$ cat config.mk
export PLATFORM = sky130hd
export DESIGN_NAME = coal_ctrl
export DESIGN_NICKNAME = d
export VERILOG_FILES = /design/src/hdl/cosem_object_access_lookup_core_defines.svh /design/src/hdl/coal_pkg.sv /design/src/hdl/coal_ctrl.sv
export SDC_FILE = /design/constraint.sdc
export NUM_CORES = 1
export LEC_CHECK = 0
export BUFFER_PORTS_ARGS = -buffer_cell sky130_fd_sc_hd__buf_2
export CORE_AREA = 4 4 41 43
export DETAILED_ROUTE_END_ITERATION = 8
export DIE_AREA = 0 0 45 47
export GPL_TIMING_DRIVEN = 0
export PLACE_DENSITY = 0.55
export SYNTH_ARGS = -nofsm -noshare
export SYNTH_HDL_FRONTEND = slang
export SYNTH_SLANG_ARGS = --single-unit
$ cat constraint.sdc
create_clock -name clk -period 1.8 [get_ports clk]
set_input_delay 0.27 -clock clk [delete_from_list [all_inputs] [get_ports clk]]
set_output_delay 0.27 -clock clk [all_outputs]
set_load 0.01 [all_outputs]
$ cat src/hdl/cosem_object_access_lookup_core_defines.svh
// Assertion macros shared by the lookup core.
`ifndef COSEM_OBJECT_ACCESS_LOOKUP_CORE_DEFINES_SVH
`define COSEM_OBJECT_ACCESS_LOOKUP_CORE_DEFINES_SVH

`ifndef NO_ASSERTIONS
`define COAL_ASSERT_SAME(lbl, clk, rst, ante, cons, msg) \
  lbl: assert property (@(posedge clk) disable iff (rst) (ante) |-> (cons)) else $error(msg);
`define COAL_ASSERT_NEXT(lbl, clk, rst, ante, cons, msg) \
  lbl: assert property (@(posedge clk) disable iff (rst) (ante) |=> (cons)) else $error(msg);
`else
`define COAL_ASSERT_SAME(lbl, clk, rst, ante, cons, msg)
`define COAL_ASSERT_NEXT(lbl, clk, rst, ante, cons, msg)
`endif

`endif

$ cat src/hdl/coal_pkg.sv
package coal_pkg;

  localparam int OBJECT_DEPTH_DEF   = 64;
  localparam int MEMBER_DEPTH_DEF   = 256;
  localparam int DATABASE_COUNT_DEF = 8;
  localparam int CFG_W              = 7;

  localparam logic [1:0] CMD_WRITE_OBJECT = 2'd0;
  localparam logic [1:0] CMD_WRITE_MEMBER = 2'd1;
  localparam logic [1:0] CMD_LOOKUP       = 2'd2;

  localparam logic [1:0] SVC_GET    = 2'd0;
  localparam logic [1:0] SVC_SET    = 2'd1;
  localparam logic [1:0] SVC_ACTION = 2'd2;

  localparam logic [1:0] NEED_GET  = 2'b01;
  localparam logic [1:0] NEED_SET  = 2'b10;
  localparam logic [1:0] NEED_BOTH = 2'b11;

  localparam logic STATUS_FOUND     = 1'b0;
  localparam logic STATUS_NOT_FOUND = 1'b1;

  typedef struct packed {
    logic [1:0]  command;
    logic [7:0]  slot;
    logic [15:0] iface_class;
    logic [47:0] obis;
    logic [2:0]  database;
    logic [7:0]  first_member;
    logic [7:0]  attr_count;
    logic [7:0]  method_count;
    logic [7:0]  member_number;
    logic [1:0]  rights;
    logic [7:0]  data_type;
    logic [1:0]  service;
  } req_item_t;

  typedef struct packed {
    logic        status;
    logic [2:0]  found_database;
    logic [5:0]  found_slot;
    logic [7:0]  found_type;
  } rsp_item_t;

  typedef struct packed {
    logic [15:0] iface_class;
    logic [47:0] obis;
    logic [2:0]  database;
    logic [7:0]  first_member;
    logic [7:0]  attr_count;
    logic [7:0]  method_count;
  } obj_entry_t;

  typedef struct packed {
    logic [7:0] number;
    logic [1:0] rights;
    logic [7:0] data_type;
  } member_entry_t;

  typedef struct packed {
    logic accept;
    logic start;
    logic obj_read;
    logic obj_load;
    logic obj_next;
    logic mem_read;
    logic mem_next;
    logic res_hit;
    logic publish;
  } ctrl_cmd_t;

  typedef struct packed {
    logic lookup_req;
    logic obj_more;
    logic obj_hit;
    logic mem_more;
    logic addr_ok;
    logic mem_hit;
    logic out_free;
  } ctrl_sts_t;

  typedef enum logic [2:0] {
    ST_IDLE,
    ST_OBJ_TEST,
    ST_OBJ_CHECK,
    ST_MEM_TEST,
    ST_MEM_CHECK,
    ST_DONE
  } state_t;

endpackage

$ cat src/hdl/coal_ctrl.sv
module coal_ctrl (
  input  logic                clk,
  input  logic                rst,
  input  logic                req_valid,
  input  coal_pkg::ctrl_sts_t sts,
  output logic                req_ready,
  output coal_pkg::ctrl_cmd_t cmd
);

  coal_pkg::state_t state;
  coal_pkg::state_t state_next;

  always_ff @(posedge clk) begin
    if (rst) begin
      state <= coal_pkg::ST_IDLE;
    end else begin
      state <= state_next;
    end
  end

  always_comb begin
    state_next = state;
    unique case (state)
      coal_pkg::ST_IDLE: begin
        if (req_valid && sts.lookup_req) begin
          state_next = coal_pkg::ST_OBJ_TEST;
        end
      end
      coal_pkg::ST_OBJ_TEST: begin
        state_next = sts.obj_more ? coal_pkg::ST_OBJ_CHECK : coal_pkg::ST_DONE;
      end
      coal_pkg::ST_OBJ_CHECK: begin
        state_next = sts.obj_hit ? coal_pkg::ST_MEM_TEST : coal_pkg::ST_OBJ_TEST;
      end
      coal_pkg::ST_MEM_TEST: begin
        if (!sts.mem_more) begin
          state_next = coal_pkg::ST_OBJ_TEST;
        end else if (sts.addr_ok) begin
          state_next = coal_pkg::ST_MEM_CHECK;
        end
      end
      coal_pkg::ST_MEM_CHECK: begin
        state_next = sts.mem_hit ? coal_pkg::ST_DONE : coal_pkg::ST_MEM_TEST;
      end
      coal_pkg::ST_DONE: begin
        if (sts.out_free) begin
          state_next = coal_pkg::ST_IDLE;
        end
      end
      default: begin
        state_next = coal_pkg::ST_IDLE;
      end
    endcase
  end

  always_comb begin
    cmd       = '0;
    req_ready = 1'b0;
    unique case (state)
      coal_pkg::ST_IDLE: begin
        req_ready  = 1'b1;
        cmd.accept = req_valid;
        cmd.start  = req_valid && sts.lookup_req;
      end
      coal_pkg::ST_OBJ_TEST: begin
        cmd.obj_read = sts.obj_more;
      end
      coal_pkg::ST_OBJ_CHECK: begin
        cmd.obj_load = sts.obj_hit;
        cmd.obj_next = !sts.obj_hit;
      end
      coal_pkg::ST_MEM_TEST: begin
        cmd.obj_next = !sts.mem_more;
        cmd.mem_next = sts.mem_more && !sts.addr_ok;
        cmd.mem_read = sts.mem_more && sts.addr_ok;
      end
      coal_pkg::ST_MEM_CHECK: begin
        cmd.res_hit  = sts.mem_hit;
        cmd.mem_next = !sts.mem_hit;
      end
      coal_pkg::ST_DONE: begin
        cmd.publish = sts.out_free;
      end
      default: begin
        cmd = '0;
      end
    endcase
  end

endmodule

==> results of run 1 <==
==> report_power, final <==
| part | switching [mW] | total, mW | internal, mW |
|---|---|---|---|
| clock network | 0.0353 | 0.118 | 0.0831 |
| registers | 0.0153 | 0.104 | 0.0885 |
| logic | 0.159 | 0.326 | 0.167 |
==> worst paths after layout <==
| kind | startpoint | endpoint | slack (ns) | cells after the start |
|---|---|---|---|---|
| worst min register to register | state[0]$_SDFFE_PP0P_ | state[0]$_SDFFE_PP0P_ | 0.69 | 3 |
| worst max-delay path | state[2]$_SDFFE_PP0P_ | cmd[2] | 0.14 | 5 |
| worst min-delay path | sts[0] | state[2]$_SDFFE_PP0P_ | 0.28 | 2 |
| worst max register to register | state[2]$_SDFFE_PP0P_ | state[2]$_SDFFE_PP0P_ | 0.42 | 5 |
==> cells in the mapped netlist <==
library cell  count
a211o_1           1
and3_1            1
o22ai_1           1
nor2_1            2
a21boi_0          1
inv_1             1
buf_6             1
and4_2            1
or2b_1            1
and2_1            1
nor3b_1           3
or2_1             1
mux2_2            1
a21oi_1           2
nand3b_1          1
nor2b_4           1
dfxtp_1           3
o31a_1            1
or4b_4            1
buf_2             2
o32ai_2           1
nor3_1            3
o21ai_0           2
nor3b_4           1
nand2_1           3
nand2b_1          1
nand2_2           1
==> critical path, delay by kind of cell (launching register included) <==
kind / cells / cell delay, ns
flip-flops: 1 / 0.31
AND/OR/NAND/NOR: 3 / 0.56
buffers and inverters: 2 / 0.27
==> timing repair <==
item,4_1_cts,5_1_grt
hold buffers,0,0
endpoints found under the setup margin,0,2
resized for setup,0,6
==> layer usage <==
layer,track usage,share of wire,wire (um)
met5,0,0,0
met4,0.01754,0,0
met3,0.06513,0.14,117
met2,0.1215,0.39,325
met1,0.1066,0.46,382
==> metrics by stage <==
stage                     power [mW]  hold WS [ns]    util  setup slack [ns]
final                         0.5478        0.2798  0.3683            0.1361
after global routing          0.5964        0.2745  0.3683           0.01754
after CTS                     0.5315        0.2739  0.3558           0.03907
after detailed placement      0.4061        0.5154  0.3356            0.3060
after global placement        0.4061        0.5186  0.3356            0.2896
after floorplan               0.3235        0.3878       -            0.3585
==> kinds of logic (layout without fill, tap and decap cells) <==
kind of cell / after synthesis / in the layout / share of synthesized area
simple gates: 22 / 22 / 0.4923
buf+inv: 4 / 27 / 0.07751
flops: 3 / 3 / 0.1861
mux: 1 / 1 / 0.03488
compound gates: 9 / 9 / 0.2093
==> cell usage in the layout (no fill, tap or decap), types with 2 or more instances in the layout <==
| cell | instances |
|---|---|
| clkbuf_4 | 3 |
| buf_2 | 20 |
| nor3_1 | 3 |
| nor2_1 | 2 |
| o21ai_0 | 2 |
| dfxtp_1 | 2 |
| nor3b_1 | 2 |
| nand2_1 | 3 |
| a21oi_1 | 2 |
| buf_6 | 2 |
==> layout make-up <==
class	instances	area, um^2
flip-flops and latches	3	61.31
plain buffers	3	27.53
well taps	15	18.77
repair buffers	19	95.09
multi-input cells	32	246.5
clock buffers	4	26.28
fillers	158	822.0
inverters	1	3.754
==> impl_summary.log, run 1 <==
INFO  metric run_status = finished, final reports clean
INFO  metric power.density = 1143 nW/um^2
INFO  metric share_of_the_synthesized_area_in_the_top_cell_type = 0.1860
INFO  metric synth.net_count = 49
INFO  metric yosys.cell_types.count = 27
INFO  metric irDropWorstVdd = 613.9 uV
INFO  metric initial_utilization = 0.2481
INFO  metric ios = 20
INFO  metric postRouteAntennaNets = 0
INFO  metric cp_data_required_time = 1.53 ns
INFO  metric path_clk_slew = 0.04 ns
INFO  metric fp.dieW = 45 um
INFO  metric detailedPlacementHpwl = 654.4 um
INFO  metric finalWirelength = 825 um
INFO  metric max-slew-margin-rel = 0.8331
INFO  metric area_delta_synth_final = 48.45%
INFO  metric timing.setup.critical_path_class = flip-flop to output port
INFO  metric count_of_clock_tree_sinks = 3
INFO  metric dr_total_vias = 376
INFO  metric rsz0062_at_grt = false
INFO  metric die_h = 47 um
INFO  metric drt_pre_antenna_iters = 4
INFO  metric postSynthCellCount = 39
INFO  metric fp.dieArea = 2115 um^2
INFO  metric grt_start_max_net_pins = 11
INFO  metric cts.repair_timing.setup_buffer_count = 0
INFO  metric drt-wirelength-per-cell = 10.71 um
INFO  metric min-delay-path-class = primary input to flip-flop
INFO  metric seq_total_area_yosys = 0.1860
INFO  metric setup.worst_path.start_class = flip-flop
INFO  metric cts_inserted_buffers = 3
INFO  metric finalNetCount = 73
INFO  metric totalNegativeSetupSlack = 0 ns
INFO  metric final_hold_viol_count = 0
INFO  metric setup-violations-final = 0
INFO  metric place_congestion = 0.7308
INFO  metric end_kind = output port
INFO  metric drive_gt1_frac = 0.5645
INFO  metric insertedDiodeCount = 0
INFO  metric clock_tree.htree_level_count = 1
INFO  metric worstMarginPinSlew = 0.2485 ns
INFO  metric clk_root_buffer_cell = clkbuf_4
INFO  metric clock_latency = 0.23 ns
INFO  metric stdcell_area = 479.2 um^2
INFO  metric drv_cap = 0
INFO  metric post-route-min-period = 1.664 ns
INFO  metric grt_overflow = 0
INFO  metric dpl-instance-area = 436.7 um^2
INFO  metric antenna_found_initial = 0
INFO  metric postSynthAreaPerCell = 8.277 um^2
INFO  metric worst_path_max_fanout = 9
INFO  metric synth-seq-cells = 3
INFO  metric crit_slowest_cell = dfxtp_1
INFO  metric design.core.area = 1301 um^2
INFO  metric largest_register = state
INFO  metric placementRows = 13
INFO  metric final-max-slew-violation-count = 0
INFO  metric maxClockFrequency = 601.0 MHz
INFO  metric synth.yosys.warnings = 0
INFO  metric largest_reg_flops = 3
INFO  metric yosys.area.top_type = dfxtp_1
INFO  metric final.setup_skew = 0.0005960 ns
INFO  metric drt_iter0_markers = 8
INFO  metric dp.cells = 73
INFO  metric drcViolationCount = 0
INFO  metric post_drt_via_cell_ratio = 4.883
INFO  metric worstPathCellList = buf_6 -> or2b_4 -> nor3_1 -> or2_1 -> buf_2
INFO  metric power_leakage = 0.2341 nW
INFO  metric largest_registers = state (3)
INFO  metric final-instance-count-excl-fill = 77
INFO  metric io_buffer_count = 19
INFO  metric post_synth_main_area_contributors = dfxtp_1 (19%), nor3b_1 (7.0%), nor3b_4 (5.8%), o32ai_2 (5.0%), nor3_1 (4.7%)
INFO  metric grt_pass1_wl = 1311 um
INFO  metric syn_area = 322.8 um^2
INFO  metric gr-usage-all-layers = 0.08682
INFO  metric first_global_vias = 342
INFO  metric layout_worst_path_cycle_share = 0.9244
INFO  metric critical_path_arrival = 1.39 ns
INFO  metric cts_tree = done
INFO  metric clk_path_buf_depth = 2
INFO  metric max_stage_delay = 0.31 ns
Note: power is estimated with default switching activity, not from simulation.
==> run 2: changes to the inputs <==
- PLACE_DENSITY: 0.55 -> 0.54
==> impl_summary.log, run 2 (synthesized netlist as in run 1, its figures left out) <==
INFO  metric run_status = finished, final reports clean
INFO  metric cts_hold_repair.buffers = 0
INFO  metric detailedPlacementHpwl = 662.7 um
INFO  metric drt_pre_antenna_iters = 3
INFO  metric p_sw = 0.2092 mW
INFO  metric path_clk_slew = 0.04 ns
INFO  metric stdcell_area = 475.5 um^2
INFO  metric proportion_of_power_drawn_by_flip_flops_and_latches = 0.190
INFO  metric most_common_cell_after_layout_fill_and_taps_aside = buf_2
INFO  metric power.density = 1146 nW/um^2
INFO  metric setup.worst_path.start_class = flip-flop
INFO  metric drt_iter0_markers = 6
INFO  metric fp.dieW = 45 um
INFO  metric timing.setup.critical_path_class = flip-flop to output port
INFO  metric die_h = 47 um
INFO  metric end_kind = output port
INFO  metric initial_utilization = 0.2481
INFO  metric fill_cells = 161
INFO  metric largest_reg_flops = 3
INFO  metric grt_pass1_wl = 1428 um
INFO  metric place_congestion = 0.7095
INFO  metric drive_gt1_frac = 0.5484
INFO  metric power.clock.fraction = 0.216
INFO  metric drv_cap = 0
INFO  metric setup-violations-final = 0
INFO  metric count_of_clock_tree_sinks = 3
INFO  metric grt_start_max_net_pins = 11
INFO  metric cts_tree = done
INFO  metric largest_registers = state (3)
INFO  metric rsz0062_at_grt = false
INFO  metric clock_tree.htree_level_count = 1
INFO  metric ff_latch_area = 61.31 um^2
INFO  metric design_power_total = 0.5447 mW
INFO  metric maxClockFrequency = 593.4 MHz
INFO  metric placementRows = 13
INFO  metric insertedDiodeCount = 0
INFO  metric first_global_vias = 346
INFO  metric postRouteAntennaNets = 0
INFO  metric worstMarginPinSlew = 0.2644 ns
INFO  metric power.share.combinational = 0.593
INFO  metric dr_total_vias = 368
INFO  metric design.core.area = 1301 um^2
INFO  metric totalNegativeSetupSlack = 0 ns
INFO  metric largest_register = state
INFO  metric power.switching_fraction = 0.3841
INFO  metric post_cts.resized_instances = 0
INFO  metric fp.dieArea = 2115 um^2
INFO  metric drt-wirelength-per-cell = 10.68 um
INFO  metric gr-usage-all-layers = 0.09471
INFO  metric cts.repair_timing.setup_buffer_count = 0
INFO  metric area_delta_synth_final = 47.29%
INFO  metric io_buffer_count = 19
INFO  metric min-delay-path-class = primary input to flip-flop
INFO  metric post-route-min-period = 1.685 ns
INFO  metric post_drt_via_cell_ratio = 4.779
INFO  metric cp_data_required_time = 1.53 ns
INFO  metric dpl-instance-area = 436.7 um^2
INFO  metric multiInputGateArea = 242.7 um^2
INFO  metric clock_latency = 0.23 ns
INFO  metric final_cell_mix = buf_2 (20), nor3_1 (3), nand2_1 (3), clkbuf_4 (3)
INFO  metric final.setup_skew = 0.0001717 ns
INFO  metric finalWirelength = 822 um
INFO  metric irDropWorstVdd = 583.3 uV
INFO  metric clk_path_buf_depth = 2
INFO  metric critical_path_arrival = 1.42 ns
INFO  metric p_int = 0.3355 mW
INFO  metric finalNetCount = 73
INFO  metric layout_worst_path_cycle_share = 0.9362
INFO  metric cts_inserted_buffers = 3
INFO  metric grt_overflow = 0
INFO  metric antenna_found_initial = 0
INFO  metric ios = 20
INFO  metric post-route-util = 0.3654
INFO  metric max-slew-margin-rel = 0.8224
INFO  metric final_hold_viol_count = 0
INFO  metric clk_root_buffer_cell = clkbuf_4
INFO  metric final-max-slew-violation-count = 0
INFO  metric power_leakage = 0.2313 nW
INFO  metric worst_path_max_fanout = 9
INFO  metric drcViolationCount = 0
-- run 2: final cells by class --
class	count	area share
buffer	3	0.05789
clock buffer	4	0.05526
inverter	1	0.007895
multi-input combinational	32	0.5105
sequential	3	0.1289
tap	15	0.03947
timing repair buffer	19	0.2000
-- run 2: path summary, 6_finish.rpt --
kind | startpoint | endpoint | slack, ns | depth (start not counted)
setup / recovery | state[2]$_SDFFE_PP0P_ | cmd[2] | 0.11 | 5
hold / removal | sts[0] | state[2]$_SDFFE_PP0P_ | 0.28 | 2
setup reg to reg | state[1]$_SDFFE_PP0P_ | state[1]$_SDFFE_PP0P_ | 0.39 | 5
hold reg to reg | state[0]$_SDFFE_PP0P_ | state[0]$_SDFFE_PP0P_ | 0.69 | 3
-- run 2: power groups by stage --
| stage | Combinational (mW) | Sequential, mW | Clock, mW |
|---|---|---|---|
| finish | 0.323 | 0.104 | 0.118 |
| global route | 0.356 | 0.108 | 0.131 |
| CTS | 0.310 | 0.0995 | 0.125 |
| detailed placement | 0.309 | 0.100 | 0 |
| global placement | 0.307 | 0.100 | 0 |
| floorplan | 0.227 | 0.0964 | 0 |
-- run 2: worst max-delay path, cell delays in order (launching register included) --
cell and delay [ns]:
dfxtp_1 0.32, buf_6 0.14, or2b_1 0.30, nor3_1 0.14, or2_1 0.16, buf_2 0.14
-- run 2: per-stage QoR --
step | std cells | setup slack [ns] | hold slack (ns)
6_report | 77 | 0.1148 | 0.2824
5_1_grt | 77 | 0.02710 | 0.2776
4_1_cts | 77 | 0.02350 | 0.2752
3_5_place_dp | 73 | 0.2835 | 0.5176
3_3_place_gp | 73 | 0.2859 | 0.5177
2_1_floorplan | 39 | 0.3585 | 0.3878
-- run 2: routing by layer --
layer | vias to the layer above | GRT usage | routed length (um)
li1 | 189 | - | -
met5 | - | 0 | 0
met1 | 160 | 0.1270 | 389
met4 | 0 | 0.01754 | 0
met2 | 19 | 0.1271 | 314
met3 | 0 | 0.06130 | 119
==> run 3: changes to the inputs <==
- ABC_AREA: not set -> 1
- CAP_MARGIN: not set -> 20
- PLACE_DENSITY: 0.54 -> 0.55
==> impl_summary.log, run 3 <==
INFO  metric run_status = finished, final reports clean
INFO  metric min-delay-path-class = primary input to flip-flop
INFO  metric clk_root_buffer_cell = clkbuf_4
INFO  metric design.core.area = 1301 um^2
INFO  metric die_h = 47 um
INFO  metric fin_ws = 0.2781 ns
INFO  metric fp.dieW = 45 um
INFO  metric totalNegativeSetupSlack = 0 ns
INFO  metric clk_path_buf_depth = 2
INFO  metric cts_hold_repair.buffers = 0
INFO  metric synth-seq-cells = 3
INFO  metric holdPathEnd = state[1]$_SDFFE_PP0P_
INFO  metric internal_reg_to_reg_setup_slack = 0.73 ns
INFO  metric path_clk_slew = 0.04 ns
INFO  metric critical_path_arrival = 1.25 ns
INFO  metric post_cts.resized_instances = 0
INFO  metric post_drt_via_cell_ratio = 4.232
INFO  metric drt-wirelength-per-cell = 8.537 um
INFO  metric dp.cells = 91
INFO  metric cp_data_required_time = 1.53 ns
INFO  metric post_synth_most_frequent_cells = inv_1 (11), nand2_1 (10), nand3_1 (6), nor2_1 (6)
INFO  metric maxClockFrequency = 657.1 MHz
INFO  metric io_buffer_count = 19
INFO  metric hold_path.startpoint = rst
INFO  metric worstMarginPinSlew = 0.1622 ns
INFO  metric grt_overflow = 0
INFO  metric synth.net_count = 67
INFO  metric final.setup_skew = 0.005659 ns
INFO  metric most_common_cell_after_layout_fill_and_taps_aside = buf_2
INFO  metric cts.repair_timing.setup_buffer_count = 0
INFO  metric timing.setup.critical_path_class = flip-flop to output port
INFO  metric seq_total_area_yosys = 0.1811
INFO  metric postSynthAreaPerCell = 5.817 um^2
INFO  metric met1_usage_in_global_routing = 0.1088
INFO  metric clock_latency = 0.24 ns
INFO  metric finalWirelength = 811 um
INFO  metric design_power_total = 0.4019 mW
INFO  metric fp.dieArea = 2115 um^2
INFO  metric yosys.area.top_type = dfxtp_1
INFO  metric final-instance-count-excl-fill = 95
INFO  metric placementRows = 13
INFO  metric post_synth_main_area_contributors = dfxtp_1 (18%), inv_1 (12%), nand2_1 (11%), nand3_1 (9.1%), buf_6 (6.8%)
INFO  metric synth-main-ff-cell = dfxtp_1
INFO  metric synth_edf_count = 0
INFO  metric largest_registers = state (3)
INFO  metric met3_usage = 0.02299
INFO  metric insertedDiodeCount = 0
INFO  metric final-max-slew-violation-count = 0
INFO  metric largest_reg_flops = 3
INFO  metric clock_tree.htree_level_count = 1
INFO  metric grt_pass1_wl = 1428 um
INFO  metric finalNetCount = 91
INFO  metric yosys.cell_types.count = 16
INFO  metric timing.hold.worst_path_depth = 2
INFO  metric gr-usage-all-layers = 0.09234
INFO  metric syn_area = 331.6 um^2
INFO  metric p_int = 0.2436 mW
INFO  metric postSynthCellCount = 57
INFO  metric max-slew-margin-rel = 0.8918
INFO  metric place_congestion = 0.7834
INFO  metric power_leakage = 0.3047 nW
INFO  metric dr_total_vias = 402
INFO  metric largest_register = state
INFO  metric power.density = 852.0 nW/um^2
INFO  metric setup.worst_path.start_class = flip-flop
INFO  metric power.switching_fraction = 0.3938
INFO  metric gr-max-usage-layer = met2
INFO  metric drt_pre_antenna_iters = 2
INFO  metric drcViolationCount = 0
INFO  metric synth.most_common_cell = inv_1
INFO  metric drt_iter0_markers = 4
INFO  metric layout_worst_path_cycle_share = 0.8455
INFO  metric post-route-min-period = 1.522 ns
INFO  metric irDropWorstVdd = 264.1 uV
INFO  metric share_of_the_synthesized_area_in_the_top_cell_type = 0.1811
INFO  metric end_kind = output port
INFO  metric final_cell_mix = buf_2 (19), inv_1 (11), nand2_1 (10), nand3_1 (6), nor2_1 (6)
INFO  metric antenna_found_initial = 0
INFO  metric initial_utilization = 0.2548
INFO  metric ios = 20
INFO  metric grt.met2_usage = 0.1525
INFO  metric cts_inserted_buffers = 3
INFO  metric regToRegStartpoint = state[0]$_SDFFE_PP0P_
INFO  metric fill_cells = 155
INFO  metric drv_cap = 0
INFO  metric final_hold_viol_count = 0
INFO  metric grt_start_max_net_pins = 10
INFO  metric cts_tree = done
INFO  metric p_sw = 0.1583 mW
INFO  metric worst_path_max_fanout = 9
INFO  metric count_of_clock_tree_sinks = 3
INFO  metric ys_async_rst_share = 0
INFO  metric postRouteAntennaNets = 0
INFO  metric power.clock.fraction = 0.302
INFO  metric first_global_vias = 362
INFO  metric detailedPlacementHpwl = 666.7 um
INFO  metric synth.yosys.warnings = 0
INFO  metric proportion_of_power_drawn_by_flip_flops_and_latches = 0.210
INFO  metric rsz0062_at_grt = false
INFO  metric power.share.combinational = 0.488
INFO  metric reg2reg_depth = 6
INFO  metric drive_gt1_frac = 0.4250
INFO  metric post-route-util = 0.3625
INFO  metric pre_cts_slack = 0.5241 ns
INFO  metric area_delta_synth_final = 42.26%
INFO  metric setup-violations-final = 0
INFO  metric critical_path.reg2reg.endpoint = state[2]$_SDFFE_PP0P_
==> run 3: changes by cell type in the layout (fill, tap and decap cells not counted), sizes merged, moves of 2 or more <==
cell and delta:
nor3 -2, inv +13, nand2 +8, nand3 +6, nand4 +3, nor2 +8, nor3b -4
==> run 3: kinds of logic (layout without fill, tap and decap cells) <==
family / Yosys count / after routing / synth area share
simple gates: 33 / 33 / 0.5095
buf+inv: 16 / 39 / 0.2264
compound gates: 5 / 5 / 0.08300
flops: 3 / 3 / 0.1811
==> run 3: how the worst max path moves through the flow <==
stage,startpoint,to,slack [ns],cells past startpoint
finish,state[0]$_SDFFE_PP0P_,cmd[7],0.28,7
global route,state[0]$_SDFFE_PP0P_,cmd[7],0.18,7
CTS,state[0]$_SDFFE_PP0P_,cmd[7],0.27,7
detailed placement,state[0]$_SDFFE_PP0P_,cmd[7],0.52,7
global placement,state[0]$_SDFFE_PP0P_,cmd[8],0.53,7
floorplan,state[0]$_SDFFE_PP0P_,cmd[7],0.55,6
==> run 3: worst max-delay path, cell delays in order, from the launching register on <==
cell and delay, ns:
dfxtp_1 0.30, buf_6 0.13, nor2_2 0.17, inv_1 0.07, nor2_2 0.11, inv_2 0.04
nor2_1 0.07, buf_2 0.13
==> run 3: power groups by stage <==
stage          clock network, mW  registers, mW  logic (mW)
3_3_place_gp                   0         0.0854       0.197
5_1_grt                    0.133         0.0853       0.222
6_report                   0.122         0.0842       0.196
4_1_cts                    0.123         0.0842       0.199
2_1_floorplan                  0         0.0847       0.144
3_5_place_dp                   0         0.0855       0.198
==> run 3: routing by layer <==
| metal | up-vias | wire length [um] |
|---|---|---|
| li1 | 223 | - |
| met1 | 166 | 377 |
| met2 | 13 | 368 |
| met3 | 0 | 64 |
| met4 | 0 | 0 |
| met5 | - | 0 |
==> run 3: final cells by class <==
cell class,count,area (um^2),area share
multi-input cells,38,196.4,0.4164
inverters,14,52.55,0.1114
clock buffers,4,26.28,0.05570
plain buffers,2,22.52,0.04775
flip-flops and latches,3,60.06,0.1273
well taps,15,18.77,0.03979
repair buffers,19,95.09,0.2016
==> run 3: through the flow <==
stage	hold slack, ns	instance area, um^2
after CTS	0.2196	471.7
after floorplan	0.3391	331.6
after global routing	0.2250	471.7
after detailed placement	0.4670	445.4
after global placement	0.4684	445.4
final	0.2223	471.7
